==> config.mk <==
export PLATFORM = sky130hd
export DESIGN_NAME = trimmed_mean_three_channel_core_flat
export DESIGN_NICKNAME = d
export VERILOG_FILES = /design/src/design/tmt_pkg.sv /design/src/design/tmt_if.sv /design/src/design/tmt_ram.sv /design/src/design/tmt_div.sv /design/src/design/trimmed_mean_three_channel_core.sv /design/src/flat_wrapper.sv
export VERILOG_INCLUDE_DIRS = /design/src /design/src/design
export SDC_FILE = /design/constraint.sdc
export NUM_CORES = 2
export LEC_CHECK = 0
export BUFFER_PORTS_ARGS = -buffer_cell sky130_fd_sc_hd__clkbuf_2
export CORE_ASPECT_RATIO = 1.4
export CORE_MARGIN = 1
export CORE_UTILIZATION = 25
export DETAILED_ROUTE_END_ITERATION = 8
export GPL_TIMING_DRIVEN = 1
export MAX_ROUTING_LAYER = met4
export PLACE_DENSITY_LB_ADDON = 0.15
export SYNTH_ARGS = -nofsm -noshare
export SYNTH_HDL_FRONTEND = slang
export SYNTH_SLANG_ARGS = --single-unit
export TNS_END_PERCENT = 50
==> constraint.sdc <==
create_clock -name clock -period 19.09 [get_ports clock]
set_clock_uncertainty 0.05 [all_clocks]
set_input_delay 5.727 -clock clock [delete_from_list [all_inputs] [get_ports clock]]
set_output_delay 5.727 -clock clock [all_outputs]
set_load 0.01 [all_outputs]
==> src/design/trimmed_mean_three_channel_core_defines.svh <==
// Assertion helpers shared by the trimmed-mean core.
`ifndef TRIMMED_MEAN_THREE_CHANNEL_CORE_DEFINES_SVH
`define TRIMMED_MEAN_THREE_CHANNEL_CORE_DEFINES_SVH

// Same-cycle implication, switched off while reset is high.
`define TMT_ASSERT_IMPLY(label, clk, rst, ante, cons, msg) \
   label: assert property (@(posedge clk) disable iff (rst) (ante) |-> (cons)) \
      else $error(msg);

// Next-cycle implication, switched off while reset is high.
`define TMT_ASSERT_NEXT(label, clk, rst, ante, cons, msg) \
   label: assert property (@(posedge clk) disable iff (rst) (ante) |=> (cons)) \
      else $error(msg);

`endif

==> src/design/tmt_pkg.sv <==
package tmt_pkg;

   localparam int MAX_SAMPLES = 32;
   localparam int SAMPLE_BITS = 16;

   localparam int ADDR_W  = $clog2(MAX_SAMPLES);
   localparam int CNT_W   = $clog2(MAX_SAMPLES + 1);
   localparam int SUM_W   = SAMPLE_BITS + ADDR_W;
   localparam int STEP_W  = $clog2(SUM_W + 1);
   localparam int WORD_W  = 3 * SAMPLE_BITS;

   // Register field widths, fixed by the register map.
   localparam int SC_W    = 6;
   localparam int WARM_W  = 8;
   localparam int DROP_W  = 5;

   localparam int CSR_DATA_W = 32;
   localparam int CSR_ADDR_W = 4;
   localparam int REG_IDX_W  = 2;

   localparam logic [REG_IDX_W-1:0] REG_SAMPLE_COUNT = 2'd0;
   localparam logic [REG_IDX_W-1:0] REG_WARMUP_COUNT = 2'd1;
   localparam logic [REG_IDX_W-1:0] REG_DROP_LOW     = 2'd2;
   localparam logic [REG_IDX_W-1:0] REG_DROP_HIGH    = 2'd3;

   localparam logic [SC_W-1:0]   SAMPLE_COUNT_RESET = 6'd10;
   localparam logic [WARM_W-1:0] WARMUP_COUNT_RESET = 8'd5;
   localparam logic [DROP_W-1:0] DROP_LOW_RESET     = 5'd1;
   localparam logic [DROP_W-1:0] DROP_HIGH_RESET    = 5'd1;

   typedef logic [SAMPLE_BITS-1:0] sample_type;
   typedef logic [SUM_W-1:0]       sum_type;

endpackage

==> src/design/tmt_if.sv <==
interface tmt_req_if;
   logic                  valid;
   logic                  ready;
   tmt_pkg::sample_type   pm1_sample;
   tmt_pkg::sample_type   pm25_sample;
   tmt_pkg::sample_type   pm10_sample;

   modport source (output valid, pm1_sample, pm25_sample, pm10_sample, input ready);
   modport sink (input valid, pm1_sample, pm25_sample, pm10_sample, output ready);
endinterface

interface tmt_rsp_if;
   logic                  valid;
   logic                  ready;
   tmt_pkg::sample_type   pm1_mean;
   tmt_pkg::sample_type   pm25_mean;
   tmt_pkg::sample_type   pm10_mean;
   logic                  nothing_kept;

   modport source (output valid, pm1_mean, pm25_mean, pm10_mean, nothing_kept,
                   input ready);
   modport sink (input valid, pm1_mean, pm25_mean, pm10_mean, nothing_kept,
                 output ready);
endinterface

==> src/design/tmt_ram.sv <==
module tmt_ram #(
   parameter int WIDTH = 48,
   parameter int DEPTH = 32
) (
   input  logic                     clock,
   input  logic                     wr_en,
   input  logic [$clog2(DEPTH)-1:0] wr_addr,
   input  logic [WIDTH-1:0]         wr_data,
   input  logic                     rd_en,
   input  logic [$clog2(DEPTH)-1:0] rd_addr,
   output logic [WIDTH-1:0]         rd_data
);

   logic [WIDTH-1:0] mem_ff [DEPTH];
   logic [WIDTH-1:0] rd_data_ff;

   always_ff @(posedge clock) begin
      if (wr_en) begin
         mem_ff[wr_addr] <= wr_data;
      end
      if (rd_en) begin
         rd_data_ff <= mem_ff[rd_addr];
      end
   end

   assign rd_data = rd_data_ff;

endmodule

==> src/design/tmt_div.sv <==
// Restoring divider, one quotient bit per cycle.
module tmt_div (
   input  logic                        clock,
   input  logic                        reset,
   input  logic                        start,
   input  tmt_pkg::sum_type            dividend,
   input  logic [tmt_pkg::CNT_W-1:0]   divisor,
   output tmt_pkg::sample_type         quotient,
   output logic                        done
);

   tmt_pkg::sum_type                 quo_ff, quo_in;
   logic [tmt_pkg::CNT_W-1:0]        rem_ff, rem_in;
   logic [tmt_pkg::STEP_W-1:0]       step_ff, step_in;
   logic                             busy_ff, busy_in;
   logic                             done_ff, done_in;
   logic [tmt_pkg::CNT_W:0]          trial;
   logic [tmt_pkg::CNT_W:0]          diff;
   logic                             fits;

   always_comb begin
      trial   = {rem_ff, quo_ff[tmt_pkg::SUM_W-1]};
      diff    = trial - {1'b0, divisor};
      fits    = (trial >= {1'b0, divisor});
      quo_in  = quo_ff;
      rem_in  = rem_ff;
      step_in = step_ff;
      busy_in = busy_ff;
      done_in = 1'b0;
      if (start) begin
         quo_in  = dividend;
         rem_in  = '0;
         step_in = '0;
         busy_in = 1'b1;
      end else if (busy_ff) begin
         quo_in  = {quo_ff[tmt_pkg::SUM_W-2:0], fits};
         rem_in  = fits ? diff[tmt_pkg::CNT_W-1:0] : trial[tmt_pkg::CNT_W-1:0];
         step_in = step_ff + 1'b1;
         if (step_ff == tmt_pkg::STEP_W'(tmt_pkg::SUM_W - 1)) begin
            busy_in = 1'b0;
            done_in = 1'b1;
         end
      end
   end

   always_ff @(posedge clock) begin
      quo_ff  <= quo_in;
      rem_ff  <= rem_in;
      step_ff <= step_in;
      if (reset) begin
         busy_ff <= 1'b0;
         done_ff <= 1'b0;
      end else begin
         busy_ff <= busy_in;
         done_ff <= done_in;
      end
   end

   assign quotient = quo_ff[tmt_pkg::SAMPLE_BITS-1:0];
   assign done     = done_ff;

endmodule

==> src/design/trimmed_mean_three_channel_core.sv <==
// Trimmed-mean core for three-channel particle readings.
// Requests arrive on req_chan (valid/ready), each one reading of PM1.0, PM2.5
// and PM10. After warmup_count readings are dropped, sample_count readings
// are written into one 48-bit wide, 32-entry RAM. The request that fills the
// window closes it; no other request produces a response.
// At close the block ranks each stored reading against all others by reading
// the RAM once per entry, one entry per cycle. Readings whose rank falls
// inside the kept band are summed per channel; after a start state three
// serial dividers produce the means. When the drops leave nothing, ranking
// and division are skipped and the response carries zero means with
// nothing_kept set.
// Requests that do not close a window are taken one per cycle; while a window
// is being reduced req_chan.ready is low.
// The response sits in an output register; the next window can be loaded
// while it waits, and a new result is held back until the previous one has
// been taken on rsp_chan.
// Synchronous reset restores the register defaults and restarts warmup; the
// RAM is not cleared, since only entries of the current window are read.
module trimmed_mean_three_channel_core (
   input  logic                                clock,
   input  logic                                reset,
   tmt_req_if.sink                             req_chan,
   tmt_rsp_if.source                           rsp_chan,
   input  logic                                psel,
   input  logic                                penable,
   input  logic                                pwrite,
   input  logic [tmt_pkg::CSR_ADDR_W-1:0]      paddr,
   input  logic [tmt_pkg::CSR_DATA_W-1:0]      pwdata,
   output logic [tmt_pkg::CSR_DATA_W-1:0]      prdata,
   output logic                                pready
);

`include "trimmed_mean_three_channel_core_defines.svh"

   typedef enum logic [2:0] {
      ST_IDLE,
      ST_PIVOT_RD,
      ST_PIVOT_LD,
      ST_SCAN,
      ST_ACCUM,
      ST_DIV_START,
      ST_DIV,
      ST_RESULT
   } state_type;

   localparam int SB = tmt_pkg::SAMPLE_BITS;

   // Configuration registers.
   logic [tmt_pkg::SC_W-1:0]   sample_count_ff, sample_count_in;
   logic [tmt_pkg::WARM_W-1:0] warmup_count_ff, warmup_count_in;
   logic [tmt_pkg::DROP_W-1:0] drop_low_ff, drop_low_in;
   logic [tmt_pkg::DROP_W-1:0] drop_high_ff, drop_high_in;

   // Window bookkeeping.
   logic [tmt_pkg::WARM_W-1:0] warmup_seen_ff, warmup_seen_in;
   logic [tmt_pkg::CNT_W-1:0]  stored_count_ff, stored_count_in;
   logic                       in_warmup_ff, in_warmup_in;

   // Reduction sequencer.
   state_type                  state_ff, state_in;
   logic [tmt_pkg::CNT_W-1:0]  m_ff, m_in;
   logic [tmt_pkg::CNT_W-1:0]  hi_ff, hi_in;
   logic [tmt_pkg::CNT_W-1:0]  kept_ff, kept_in;
   logic                       nothing_ff, nothing_in;
   logic [tmt_pkg::CNT_W-1:0]  i_ff, i_in;
   logic [tmt_pkg::CNT_W-1:0]  j_ff, j_in;
   logic                       cmp_valid_ff, cmp_valid_in;
   logic [tmt_pkg::ADDR_W-1:0] cmp_idx_ff, cmp_idx_in;
   logic [tmt_pkg::WORD_W-1:0] pivot_ff, pivot_in;
   logic [tmt_pkg::ADDR_W-1:0] rank_ff [3];
   logic [tmt_pkg::ADDR_W-1:0] rank_in [3];
   tmt_pkg::sum_type           sum_ff [3];
   tmt_pkg::sum_type           sum_in [3];

   // Output register.
   logic                       rsp_valid_ff, rsp_valid_in;
   tmt_pkg::sample_type        mean_ff [3];
   tmt_pkg::sample_type        mean_in [3];
   logic                       rsp_nothing_ff, rsp_nothing_in;

   // RAM and divider hookup.
   logic                       ram_wr_en;
   logic [tmt_pkg::WORD_W-1:0] ram_wr_data;
   logic                       ram_rd_en;
   logic [tmt_pkg::ADDR_W-1:0] ram_rd_addr;
   logic [tmt_pkg::WORD_W-1:0] ram_rd_data;
   logic                       div_start;
   tmt_pkg::sample_type        quot [3];
   logic [2:0]                 div_done;

   // Request side.
   logic                       req_fire;
   logic                       warm_skip;
   logic                       store_now;
   logic                       close_now;
   logic [tmt_pkg::CNT_W-1:0]  count_inc;
   logic [tmt_pkg::CNT_W-1:0]  n_eff;
   logic [tmt_pkg::DROP_W:0]   drop_sum;
   logic                       drops_all;
   logic                       cfg_write;
   logic [tmt_pkg::REG_IDX_W-1:0] cfg_idx;
   logic                       rsp_free;

   assign req_fire  = req_chan.valid && req_chan.ready;
   assign warm_skip = in_warmup_ff && (warmup_seen_ff < warmup_count_ff);
   assign store_now = req_fire && !warm_skip;
   assign count_inc = stored_count_ff + 1'b1;
   assign drop_sum  = {1'b0, drop_low_ff} + {1'b0, drop_high_ff};
   assign drops_all = (int'(drop_sum) >= int'(count_inc));
   assign close_now = store_now && (count_inc >= n_eff);
   assign cfg_write = psel && penable && pwrite;
   assign cfg_idx   = paddr[tmt_pkg::CSR_ADDR_W-1:2];
   assign rsp_free  = !rsp_valid_ff || rsp_chan.ready;

   // A window size of zero counts as one; sizes past capacity saturate.
   always_comb begin
      if (sample_count_ff == '0) begin
         n_eff = tmt_pkg::CNT_W'(1);
      end else if (int'(sample_count_ff) > tmt_pkg::MAX_SAMPLES) begin
         n_eff = tmt_pkg::CNT_W'(tmt_pkg::MAX_SAMPLES);
      end else begin
         n_eff = tmt_pkg::CNT_W'(sample_count_ff);
      end
   end

   // Register readback.
   always_comb begin
      unique case (cfg_idx)
         tmt_pkg::REG_SAMPLE_COUNT: prdata = tmt_pkg::CSR_DATA_W'(sample_count_ff);
         tmt_pkg::REG_WARMUP_COUNT: prdata = tmt_pkg::CSR_DATA_W'(warmup_count_ff);
         tmt_pkg::REG_DROP_LOW:     prdata = tmt_pkg::CSR_DATA_W'(drop_low_ff);
         tmt_pkg::REG_DROP_HIGH:    prdata = tmt_pkg::CSR_DATA_W'(drop_high_ff);
         default:                   prdata = '0;
      endcase
   end

   assign pready = 1'b1;

   // The RAM holds one reading per entry, channels packed as PM10, PM2.5, PM1.0.
   assign ram_wr_en   = store_now;
   assign ram_wr_data = {req_chan.pm10_sample, req_chan.pm25_sample, req_chan.pm1_sample};
   assign ram_rd_en   = (state_ff == ST_PIVOT_RD) || (state_ff == ST_SCAN);
   assign ram_rd_addr = (state_ff == ST_PIVOT_RD) ? i_ff[tmt_pkg::ADDR_W-1:0]
                                                  : j_ff[tmt_pkg::ADDR_W-1:0];
   assign div_start   = (state_ff == ST_DIV_START);

   tmt_ram #(
      .WIDTH (tmt_pkg::WORD_W),
      .DEPTH (tmt_pkg::MAX_SAMPLES)
   ) u_store (
      .clock   (clock),
      .wr_en   (ram_wr_en),
      .wr_addr (stored_count_ff[tmt_pkg::ADDR_W-1:0]),
      .wr_data (ram_wr_data),
      .rd_en   (ram_rd_en),
      .rd_addr (ram_rd_addr),
      .rd_data (ram_rd_data)
   );

   for (genvar c = 0; c < 3; c++) begin : g_div
      tmt_div u_div (
         .clock    (clock),
         .reset    (reset),
         .start    (div_start),
         .dividend (sum_ff[c]),
         .divisor  (kept_ff),
         .quotient (quot[c]),
         .done     (div_done[c])
      );
   end

   // Next-state logic for everything clocked below.
   always_comb begin
      logic [SB-1:0] data_c;
      logic [SB-1:0] piv_c;
      logic          less;
      logic          keep;

      data_c          = '0;
      piv_c           = '0;
      less            = 1'b0;
      keep            = 1'b0;
      sample_count_in = sample_count_ff;
      warmup_count_in = warmup_count_ff;
      drop_low_in     = drop_low_ff;
      drop_high_in    = drop_high_ff;
      warmup_seen_in  = warmup_seen_ff;
      stored_count_in = stored_count_ff;
      in_warmup_in    = in_warmup_ff;
      state_in        = state_ff;
      m_in            = m_ff;
      hi_in           = hi_ff;
      kept_in         = kept_ff;
      nothing_in      = nothing_ff;
      i_in            = i_ff;
      j_in            = j_ff;
      cmp_valid_in    = 1'b0;
      cmp_idx_in      = cmp_idx_ff;
      pivot_in        = pivot_ff;
      rsp_valid_in    = rsp_valid_ff && !rsp_chan.ready;
      rsp_nothing_in  = rsp_nothing_ff;
      for (int c = 0; c < 3; c++) begin
         rank_in[c] = rank_ff[c];
         sum_in[c]  = sum_ff[c];
         mean_in[c] = mean_ff[c];
      end

      if (cfg_write) begin
         unique case (cfg_idx)
            tmt_pkg::REG_SAMPLE_COUNT: sample_count_in = pwdata[tmt_pkg::SC_W-1:0];
            tmt_pkg::REG_WARMUP_COUNT: warmup_count_in = pwdata[tmt_pkg::WARM_W-1:0];
            tmt_pkg::REG_DROP_LOW:     drop_low_in     = pwdata[tmt_pkg::DROP_W-1:0];
            tmt_pkg::REG_DROP_HIGH:    drop_high_in    = pwdata[tmt_pkg::DROP_W-1:0];
            default: ;
         endcase
      end

      // Warmup counting and window filling.
      if (req_fire) begin
         if (warm_skip) begin
            warmup_seen_in = warmup_seen_ff + 1'b1;
         end else begin
            in_warmup_in    = 1'b0;
            stored_count_in = count_inc;
         end
      end

      unique case (state_ff)
         ST_IDLE: begin
            if (close_now) begin
               stored_count_in = '0;
               warmup_seen_in  = '0;
               in_warmup_in    = 1'b1;
               m_in            = count_inc;
               hi_in           = count_inc - tmt_pkg::CNT_W'(drop_high_ff);
               kept_in         = count_inc - tmt_pkg::CNT_W'(drop_low_ff)
                                 - tmt_pkg::CNT_W'(drop_high_ff);
               nothing_in      = drops_all;
               i_in            = '0;
               for (int c = 0; c < 3; c++) begin
                  rank_in[c] = '0;
                  sum_in[c]  = '0;
               end
               state_in = drops_all ? ST_RESULT : ST_PIVOT_RD;
            end
         end
         ST_PIVOT_RD: begin
            state_in = ST_PIVOT_LD;
         end
         ST_PIVOT_LD: begin
            pivot_in = ram_rd_data;
            j_in     = '0;
            state_in = ST_SCAN;
         end
         ST_SCAN: begin
            // Issue one read per cycle; compare the entry read the cycle before.
            if (j_ff != m_ff) begin
               cmp_valid_in = 1'b1;
               cmp_idx_in   = j_ff[tmt_pkg::ADDR_W-1:0];
               j_in         = j_ff + 1'b1;
            end else if (!cmp_valid_ff) begin
               state_in = ST_ACCUM;
            end
            if (cmp_valid_ff) begin
               for (int c = 0; c < 3; c++) begin
                  data_c = ram_rd_data[c*SB +: SB];
                  piv_c  = pivot_ff[c*SB +: SB];
                  // Ties are broken by position, which gives each reading
                  // exactly its place in a stable ascending sort.
                  less = (data_c < piv_c) ||
                         ((data_c == piv_c) && (cmp_idx_ff < i_ff[tmt_pkg::ADDR_W-1:0]));
                  if (less) begin
                     rank_in[c] = rank_ff[c] + 1'b1;
                  end
               end
            end
         end
         ST_ACCUM: begin
            for (int c = 0; c < 3; c++) begin
               keep = (rank_ff[c] >= drop_low_ff) &&
                      (tmt_pkg::CNT_W'(rank_ff[c]) < hi_ff);
               if (keep) begin
                  sum_in[c] = sum_ff[c] + tmt_pkg::SUM_W'(pivot_ff[c*SB +: SB]);
               end
               rank_in[c] = '0;
            end
            if (i_ff + 1'b1 == m_ff) begin
               state_in = ST_DIV_START;
            end else begin
               i_in     = i_ff + 1'b1;
               state_in = ST_PIVOT_RD;
            end
         end
         ST_DIV_START: begin
            state_in = ST_DIV;
         end
         ST_DIV: begin
            if (&div_done) begin
               state_in = ST_RESULT;
            end
         end
         ST_RESULT: begin
            if (rsp_free) begin
               rsp_valid_in   = 1'b1;
               rsp_nothing_in = nothing_ff;
               for (int c = 0; c < 3; c++) begin
                  mean_in[c] = nothing_ff ? '0 : quot[c];
               end
               state_in = ST_IDLE;
            end
         end
         default: state_in = ST_IDLE;
      endcase
   end

   always_ff @(posedge clock) begin
      m_ff           <= m_in;
      hi_ff          <= hi_in;
      kept_ff        <= kept_in;
      nothing_ff     <= nothing_in;
      i_ff           <= i_in;
      j_ff           <= j_in;
      cmp_idx_ff     <= cmp_idx_in;
      pivot_ff       <= pivot_in;
      rsp_nothing_ff <= rsp_nothing_in;
      for (int c = 0; c < 3; c++) begin
         rank_ff[c] <= rank_in[c];
         sum_ff[c]  <= sum_in[c];
         mean_ff[c] <= mean_in[c];
      end
      if (reset) begin
         sample_count_ff <= tmt_pkg::SAMPLE_COUNT_RESET;
         warmup_count_ff <= tmt_pkg::WARMUP_COUNT_RESET;
         drop_low_ff     <= tmt_pkg::DROP_LOW_RESET;
         drop_high_ff    <= tmt_pkg::DROP_HIGH_RESET;
         warmup_seen_ff  <= '0;
         stored_count_ff <= '0;
         in_warmup_ff    <= 1'b1;
         state_ff        <= ST_IDLE;
         cmp_valid_ff    <= 1'b0;
         rsp_valid_ff    <= 1'b0;
      end else begin
         sample_count_ff <= sample_count_in;
         warmup_count_ff <= warmup_count_in;
         drop_low_ff     <= drop_low_in;
         drop_high_ff    <= drop_high_in;
         warmup_seen_ff  <= warmup_seen_in;
         stored_count_ff <= stored_count_in;
         in_warmup_ff    <= in_warmup_in;
         state_ff        <= state_in;
         cmp_valid_ff    <= cmp_valid_in;
         rsp_valid_ff    <= rsp_valid_in;
      end
   end

   assign req_chan.ready        = (state_ff == ST_IDLE);
   assign rsp_chan.valid        = rsp_valid_ff;
   assign rsp_chan.pm1_mean     = mean_ff[0];
   assign rsp_chan.pm25_mean    = mean_ff[1];
   assign rsp_chan.pm10_mean    = mean_ff[2];
   assign rsp_chan.nothing_kept = rsp_nothing_ff;

   // An empty band must come out as all-zero means.
   `TMT_ASSERT_IMPLY(a_nothing_zero, clock, reset,
      rsp_chan.valid && rsp_chan.nothing_kept,
      (rsp_chan.pm1_mean == '0) && (rsp_chan.pm25_mean == '0) && (rsp_chan.pm10_mean == '0),
      "nothing_kept response carries a nonzero mean")

   // The write pointer never runs past the RAM.
   `TMT_ASSERT_IMPLY(a_count_bound, clock, reset,
      1'b1, int'(stored_count_ff) < tmt_pkg::MAX_SAMPLES,
      "stored count reached RAM capacity")

   // A closing request always leaves idle and blocks new requests.
   `TMT_ASSERT_NEXT(a_close_busy, clock, reset,
      req_fire && close_now, !req_chan.ready,
      "window closed without leaving idle")

endmodule

==> src/flat_wrapper.sv <==
// flat-port wrapper written by rule: the top's interface ports become plain ports
module trimmed_mean_three_channel_core_flat 
  (clock, reset, psel, penable, pwrite, paddr, pwdata, prdata, pready, req_chan_valid, req_chan_pm1_sample, req_chan_pm25_sample, req_chan_pm10_sample, req_chan_ready, rsp_chan_valid, rsp_chan_pm1_mean, rsp_chan_pm25_mean, rsp_chan_pm10_mean, rsp_chan_nothing_kept, rsp_chan_ready);
  tmt_req_if req_chan_i ();
  tmt_rsp_if rsp_chan_i ();
  input  logic clock;
  input  logic reset;
  input  logic psel;
  input  logic penable;
  input  logic pwrite;
  input  logic [tmt_pkg::CSR_ADDR_W-1:0] paddr;
  input  logic [tmt_pkg::CSR_DATA_W-1:0] pwdata;
  output logic [tmt_pkg::CSR_DATA_W-1:0] prdata;
  output logic pready;
  input wire logic [$bits(req_chan_i.valid)-1:0] req_chan_valid;
  input wire logic [$bits(req_chan_i.pm1_sample)-1:0] req_chan_pm1_sample;
  input wire logic [$bits(req_chan_i.pm25_sample)-1:0] req_chan_pm25_sample;
  input wire logic [$bits(req_chan_i.pm10_sample)-1:0] req_chan_pm10_sample;
  output wire logic [$bits(req_chan_i.ready)-1:0] req_chan_ready;
  output wire logic [$bits(rsp_chan_i.valid)-1:0] rsp_chan_valid;
  output wire logic [$bits(rsp_chan_i.pm1_mean)-1:0] rsp_chan_pm1_mean;
  output wire logic [$bits(rsp_chan_i.pm25_mean)-1:0] rsp_chan_pm25_mean;
  output wire logic [$bits(rsp_chan_i.pm10_mean)-1:0] rsp_chan_pm10_mean;
  output wire logic [$bits(rsp_chan_i.nothing_kept)-1:0] rsp_chan_nothing_kept;
  input wire logic [$bits(rsp_chan_i.ready)-1:0] rsp_chan_ready;
  assign req_chan_i.valid = req_chan_valid;
  assign req_chan_i.pm1_sample = req_chan_pm1_sample;
  assign req_chan_i.pm25_sample = req_chan_pm25_sample;
  assign req_chan_i.pm10_sample = req_chan_pm10_sample;
  assign req_chan_ready = req_chan_i.ready;
  assign rsp_chan_valid = rsp_chan_i.valid;
  assign rsp_chan_pm1_mean = rsp_chan_i.pm1_mean;
  assign rsp_chan_pm25_mean = rsp_chan_i.pm25_mean;
  assign rsp_chan_pm10_mean = rsp_chan_i.pm10_mean;
  assign rsp_chan_nothing_kept = rsp_chan_i.nothing_kept;
  assign rsp_chan_i.ready = rsp_chan_ready;
  trimmed_mean_three_channel_core u_core (.clock(clock), .reset(reset), .req_chan(req_chan_i), .rsp_chan(rsp_chan_i), .psel(psel), .penable(penable), .pwrite(pwrite), .paddr(paddr), .pwdata(pwdata), .prdata(prdata), .pready(pready));
endmodule
== Word-level counts from Yosys, hierarchy flattened ==
Memories as Yosys holds them, arrays and structs flattened. A register that Yosys moved wholly into a read port is not among the register bits.
Index checks and enable logic that the tools add are counted.
Storage, ports and cells
  flip-flop bits (word level): 231
  bits in latches: 0
  RAM bits: 1662
  memory bits (read-only): 0
  bits of input ports: 91
  output and inout bits: 84
  logic and storage cells: 219
  memories: 4
Cells by class
  add/subtract/negate cells: 20
  $mul: 0
  div/mod/pow operators: 0
  order comparisons: 17
  eq/ne operators: 25
  shifts and indexed selects: 0
  muxes and demuxes: 71
  bitwise logic cells: 4
  reduce and logical (&&, ||, !) cells: 44
Memory list
  u_core.u_store.mem_ff: words 32, bits a word 48, read ports 1, clocked after memory_dff 1, write ports 1, line tmt_ram.sv:14  | logic [WIDTH-1:0] mem_ff [DEPTH];
  u_core.sum_ff: words 3, bits a word 21, read ports 3, clocked after memory_dff 0, write ports 3, line trimmed_mean_three_channel_core.sv:72  | tmt_pkg::sum_type sum_ff [3];
  u_core.mean_ff: words 3, bits a word 16, read ports 3, clocked after memory_dff 0, write ports 3, line trimmed_mean_three_channel_core.sv:77  | tmt_pkg::sample_type mean_ff [3];
  u_core.rank_ff: words 3, bits a word 5, read ports 3, clocked after memory_dff 0, write ports 3, line trimmed_mean_three_channel_core.sv:70  | logic [tmt_pkg::ADDR_W-1:0] rank_ff [3];
Operators by type and width (count)
  21-bit 2-to-1 mux: 9
  32-bit one-hot mux with 4 select lines: 1
  63-bit one-hot mux with 2 select lines: 1
  48-bit 2-to-1 mux: 2
  6-bit 2-to-1 mux: 12
  21-bit by 16-bit adder with 21-bit output: 3
  63-bit 2-to-1 mux: 1
  16-bit equality test: 3
  16-bit less-than comparator: 3
  16-bit 2-to-1 mux: 3
  15-bit one-hot mux with 3 select lines: 1
  8-bit 2-to-1 mux: 4
  5-bit by 1-bit adder with 5-bit output, second input constant: 6
  15-bit 2-to-1 mux: 2
  3-bit one-hot mux with 8 select lines: 1
  6-bit one-hot mux with 2 select lines: 2
  7-bit by 6-bit >= comparator with 1-bit output: 3
  1-bit 2-to-1 mux: 21
  3-bit 2-to-1 mux: 7
  5-bit 2-to-1 mux: 4
  6-bit by 1-bit adder with 6-bit output, second input constant: 3
  5-bit by 6-bit less-than comparator with 1-bit output: 3
  6-bit by 5-bit subtractor with 6-bit output: 3
  6-bit subtractor: 3
  other kinds (30): 80

== Depth between registers and ports, before layout ==
  depth after elaboration: 7
  gate-level depth with buffers: 14
  mapped depth without buffers: 14

== Cells and area by module ==
Synthesis repeated with hierarchy kept, for this count alone.
Second synthesis, totals
  cell total of the unflattened synthesis: 5300
  area total of the unflattened synthesis: 82335.2 um^2
Modules (own cells, without submodules)
  tmt_ram: instances 1, cells an instance 3364, area each 61205.0 um^2, seq. area each 47565.6 um^2
  trimmed_mean_three_channel_core: instances 1, cells an instance 1444, area each 15514.9 um^2, seq. area each 7216.9 um^2
  tmt_div: instances 3, cells an instance 164, area each 1871.8 um^2, seq. area each 890.9 um^2

== Worst setup path after synthesis ==
OpenSTA, ideal clock, no wires.
  path kind: in2out
  from: in paddr[2] (netlist name)
  to: out prdata[0] (netlist name)
  arrival: 6701 ps
  data required time: 13313 ps
  slack: 6612 ps
  stages on the path: 2
  buffers on the path: 1
  cell sequence: clkbuf_1 mux4_2
Between the ends
  word-level cells in the longest chain between the ends: 2
  elaborated cells between the ends (all ways): 5
  classes of those cells: eq/ne (3); mux (1); reduce/logical (1)
Ends and longest elaborated chain
  from (decl): line flat_wrapper.sv:11  | input logic [tmt_pkg::CSR_ADDR_W-1:0] paddr;
  2-bit equality test (tied with other cells): line trimmed_mean_three_channel_core.sv:128  | unique case (cfg_idx)
  32-bit one-hot mux with 4 select lines *: line trimmed_mean_three_channel_core.sv:128
  to (decl): line flat_wrapper.sv:13  | output logic [tmt_pkg::CSR_DATA_W-1:0] prdata;
Every way passes the cells marked *; elsewhere a longest branch is shown, timed or not. The select of a mux whose other input is x is not followed.

== Worst setup path after layout ==
  from: in paddr[2] (netlist name)
  to: out prdata[4] (netlist name)
Same word-level chain as after synthesis.

==> impl_metrics.toml <==
[pwr]
p_sw_mw = 2.86
swShare = 0.277
p_seq_frac = 0.477
powerDensity_nw_per_um2 = 111
p_int_mw = 7.46
pwr-share-comb = 0.149
clkPwrFrac = 0.374
vdd_drop_max_mv = 0.0687
power.total_mw = 10.3
p_leak_nw = 31.7

[routing]
final_antenna_net_count = 0
wire_per_inst_um = 23.3
drtIter0Drc = 3154
via_per_inst = 4.57
dr.pass1.iters = 5
drcViolationCount = 0
wirelength_mm = 246
num_vias = 48100

[timing]
fin_tns_setup_ns = 0
tightest_slew_ns = 1.36
finalSetupViolCount = 0
drv_slew = 0
timing.fmax_ghz = 0.0800
fin_crit_ns = 12.51
fin_crit_sh = 0.655
hold_violations = 0
rsz0062_at_grt = "no"
slew_headroom = 0.0837

[worst_setup_path]
worst-path-max-fanout = 12
worst_setup_path_end_kind = "output port"
required_ns = 13.31
cp.arrival_ns = 6.73
crit_type = "in2out"
worstSetupStartpointType = "input pin"

[outcome]
outcome = "complete, no violations"

[grt]
antenna_found_initial = 23
grt_start_max_net_pins = 138
grt_pass1_wl_mm = 353
grtUsageTotal = 0.151
grt_pass1_vias = 48900
overflow = 0

[placed_design]
dp_hpwl_mm = 142
dpl_cell_area_sq_um = 87000
gp_congestion = 0.761
port_buffers = 123

[clock_tree]
cts_hold_buf = 0
clock-root-buffer = "clkbuf_16"
clk_pin_slew_ns = 0.07
clockBufferDepth = 4
post_cts_buffers = 0
cts_tree = "built"
clk_latency_ns = 0.88
cts_htree_levels = 4
numCtsBuffers = 203
cts.sinks = 1941
postCtsResizedCells = 0

[logic_synthesis]
synthFlopType = "edfxtp_1"
synth_area_sq_um = 81300
ys_async_sr_fraction = 0
netlist.area_leader.share = 0.687
postSynthCellCount = 5989
ys_types = 77
synth_warnings = 0
synth-seq-cells = 1941
synth.most_common_cell = "edfxtp_1"
seq_area_frac_synth = 0.707
yosys-top-cells-count = "edfxtp_1, nand2_1, nand3_1, mux2i_1, nor2_1"
yosys.area.top_type = "edfxtp_1"
synth.avg_cell_area_sq_um = 13.6
synth_edf_count = 1858
synth_area_leaders = "edfxtp_1, nand2_1, ha_1"

[final_layout]
final_cell_area_sq_um = 93300
area_delta_synth_final_pct = 14.8
num-nets-final = 6427
drive_gt1_frac = 0.0987

[die]
ios = 175
die_w_um = 484
coreArea_sq_um = 323000
die_height_um = 677
initial_utilization = 0.251
row_count = 247
die_area_sq_um = 327000

[flow_run]
drv_cap = 0

[min_path]
hp-class = "reg2reg"
-- cell type report --
cell class              count  area [sq um]
diodes                     12          30.0
well taps                4233          5300
inverters                 152           573
clock inverters           108           922
multi-input cells        3579         22100
clock buffers             252          5270
flip-flops and latches   1941         57500
fillers                 32700        230000
repair buffers            247          1610
-- registers in the layout (all words and copies together) (netlist names), 5 cells and up --
name	cells
u_core.sample_count_ff	6
u_core.m_ff	6
u_core.drop_high_ff	5
u_core.cmp_idx_ff	5
u_core.i_ff	6
u_core.g_div.u_div.step_ff	15
u_core.sum_ff	63
u_core.u_store.rd_data	48
u_core.stored_count_ff	6
u_core.rank_ff	15
u_core.g_div.u_div.rem_ff	18
u_core.warmup_seen_ff	8
u_core.drop_low_ff	5
u_core.warmup_count_ff	8
u_core.g_div.u_div.quo_ff	63
u_core.pivot_ff	48
u_core.mean_ff	48
u_core.hi_ff	6
u_core.u_store.mem_ff	1536
u_core.j_ff	6
u_core.kept_ff	6
-- layer usage --
layer	routed length, um	GRT usage
met1	102000	0.175
met2	130000	0.274
met3	8510	0.0193
met4	5710	0.0369
met5	0	-
-- worst paths after layout --
check	from	slack, ns	cells past startpoint	to
min reg2reg	u_core.u_store.rd_data[46]	0.38	0	u_core.pivot_ff[46]
min	u_core.u_store.rd_data[46]	0.38	0	u_core.pivot_ff[46]
max	paddr[2]	6.58	3	prdata[4]
max reg2reg	u_core.state_ff[1]	13.29	9	u_core.u_store.rd_data[30]
-- worst max-delay path, cell delays in order --
cell and delay [ns]:
clkbuf_2 0.28, mux4_2 0.57, clkbuf_2 0.15
-- cells by family after synthesis --
kind of cell	share of synthesized area
multiplexers	0.0311
AND/OR/NAND/NOR	0.121
adder cells (fa/ha/maj)	0.0338
flip-flops	0.707
buffers and inverters	0.0273
XOR/XNOR	0.0120
other	0.0000924
AO/OA/AOI/OAI	0.0676
-- power by group through the flow --
stage	logic (mW)	clock network (mW)	registers, mW
floorplan	0.996	0	4.97
global placement	1.57	0	5.01
detailed placement	1.58	0	5.01
CTS	1.58	3.98	4.92
global route	1.70	4.12	4.93
finish	1.54	3.85	4.92
-- layout by cell type, fill, tap and decap left out, types with 13 or more instances in the layout --
cell type  count
a211oi_1     114
a21o_1        35
a21oi_1      194
a221oi_1      50
a31oi_1      154
a32oi_1       95
and2_0        39
and2_1        66
and3_1        20
buf_4        119
bufinv_16     14
clkbuf_1      48
clkbuf_16    203
clkbuf_2     123
clkinv_1      54
clkinv_2      25
conb_1        25
dfxtp_1       83
edfxtp_1    1858
fa_1          13
ha_1         199
inv_1        151
mux2i_1      227
nand2_1     1214
nand2b_1      19
nand3_1      327
nand4_1       73
nor2_1       187
nor2_4        34
nor2b_1       70
nor3_1        18
nor4_1        23
nor4_2        32
o21a_1        16
o21ai_0       80
xnor2_1       54
xor2_1        57
-- metrics by stage --
stage / utilization / std cells / hold slack (ns) / setup slack [ns]
finish: 0.289 / 10500 / 0.382 / 6.58
global route: 0.289 / 10500 / 0.415 / 6.51
CTS: 0.288 / 10500 / 0.400 / 6.56
detailed placement: 0.269 / 10200 / 0.393 / 6.56
global placement: 0.269 / 10200 / 0.390 / 6.57
floorplan: - / 6012 / 0.374 / 6.61
(Power assumes the default switching activity.)
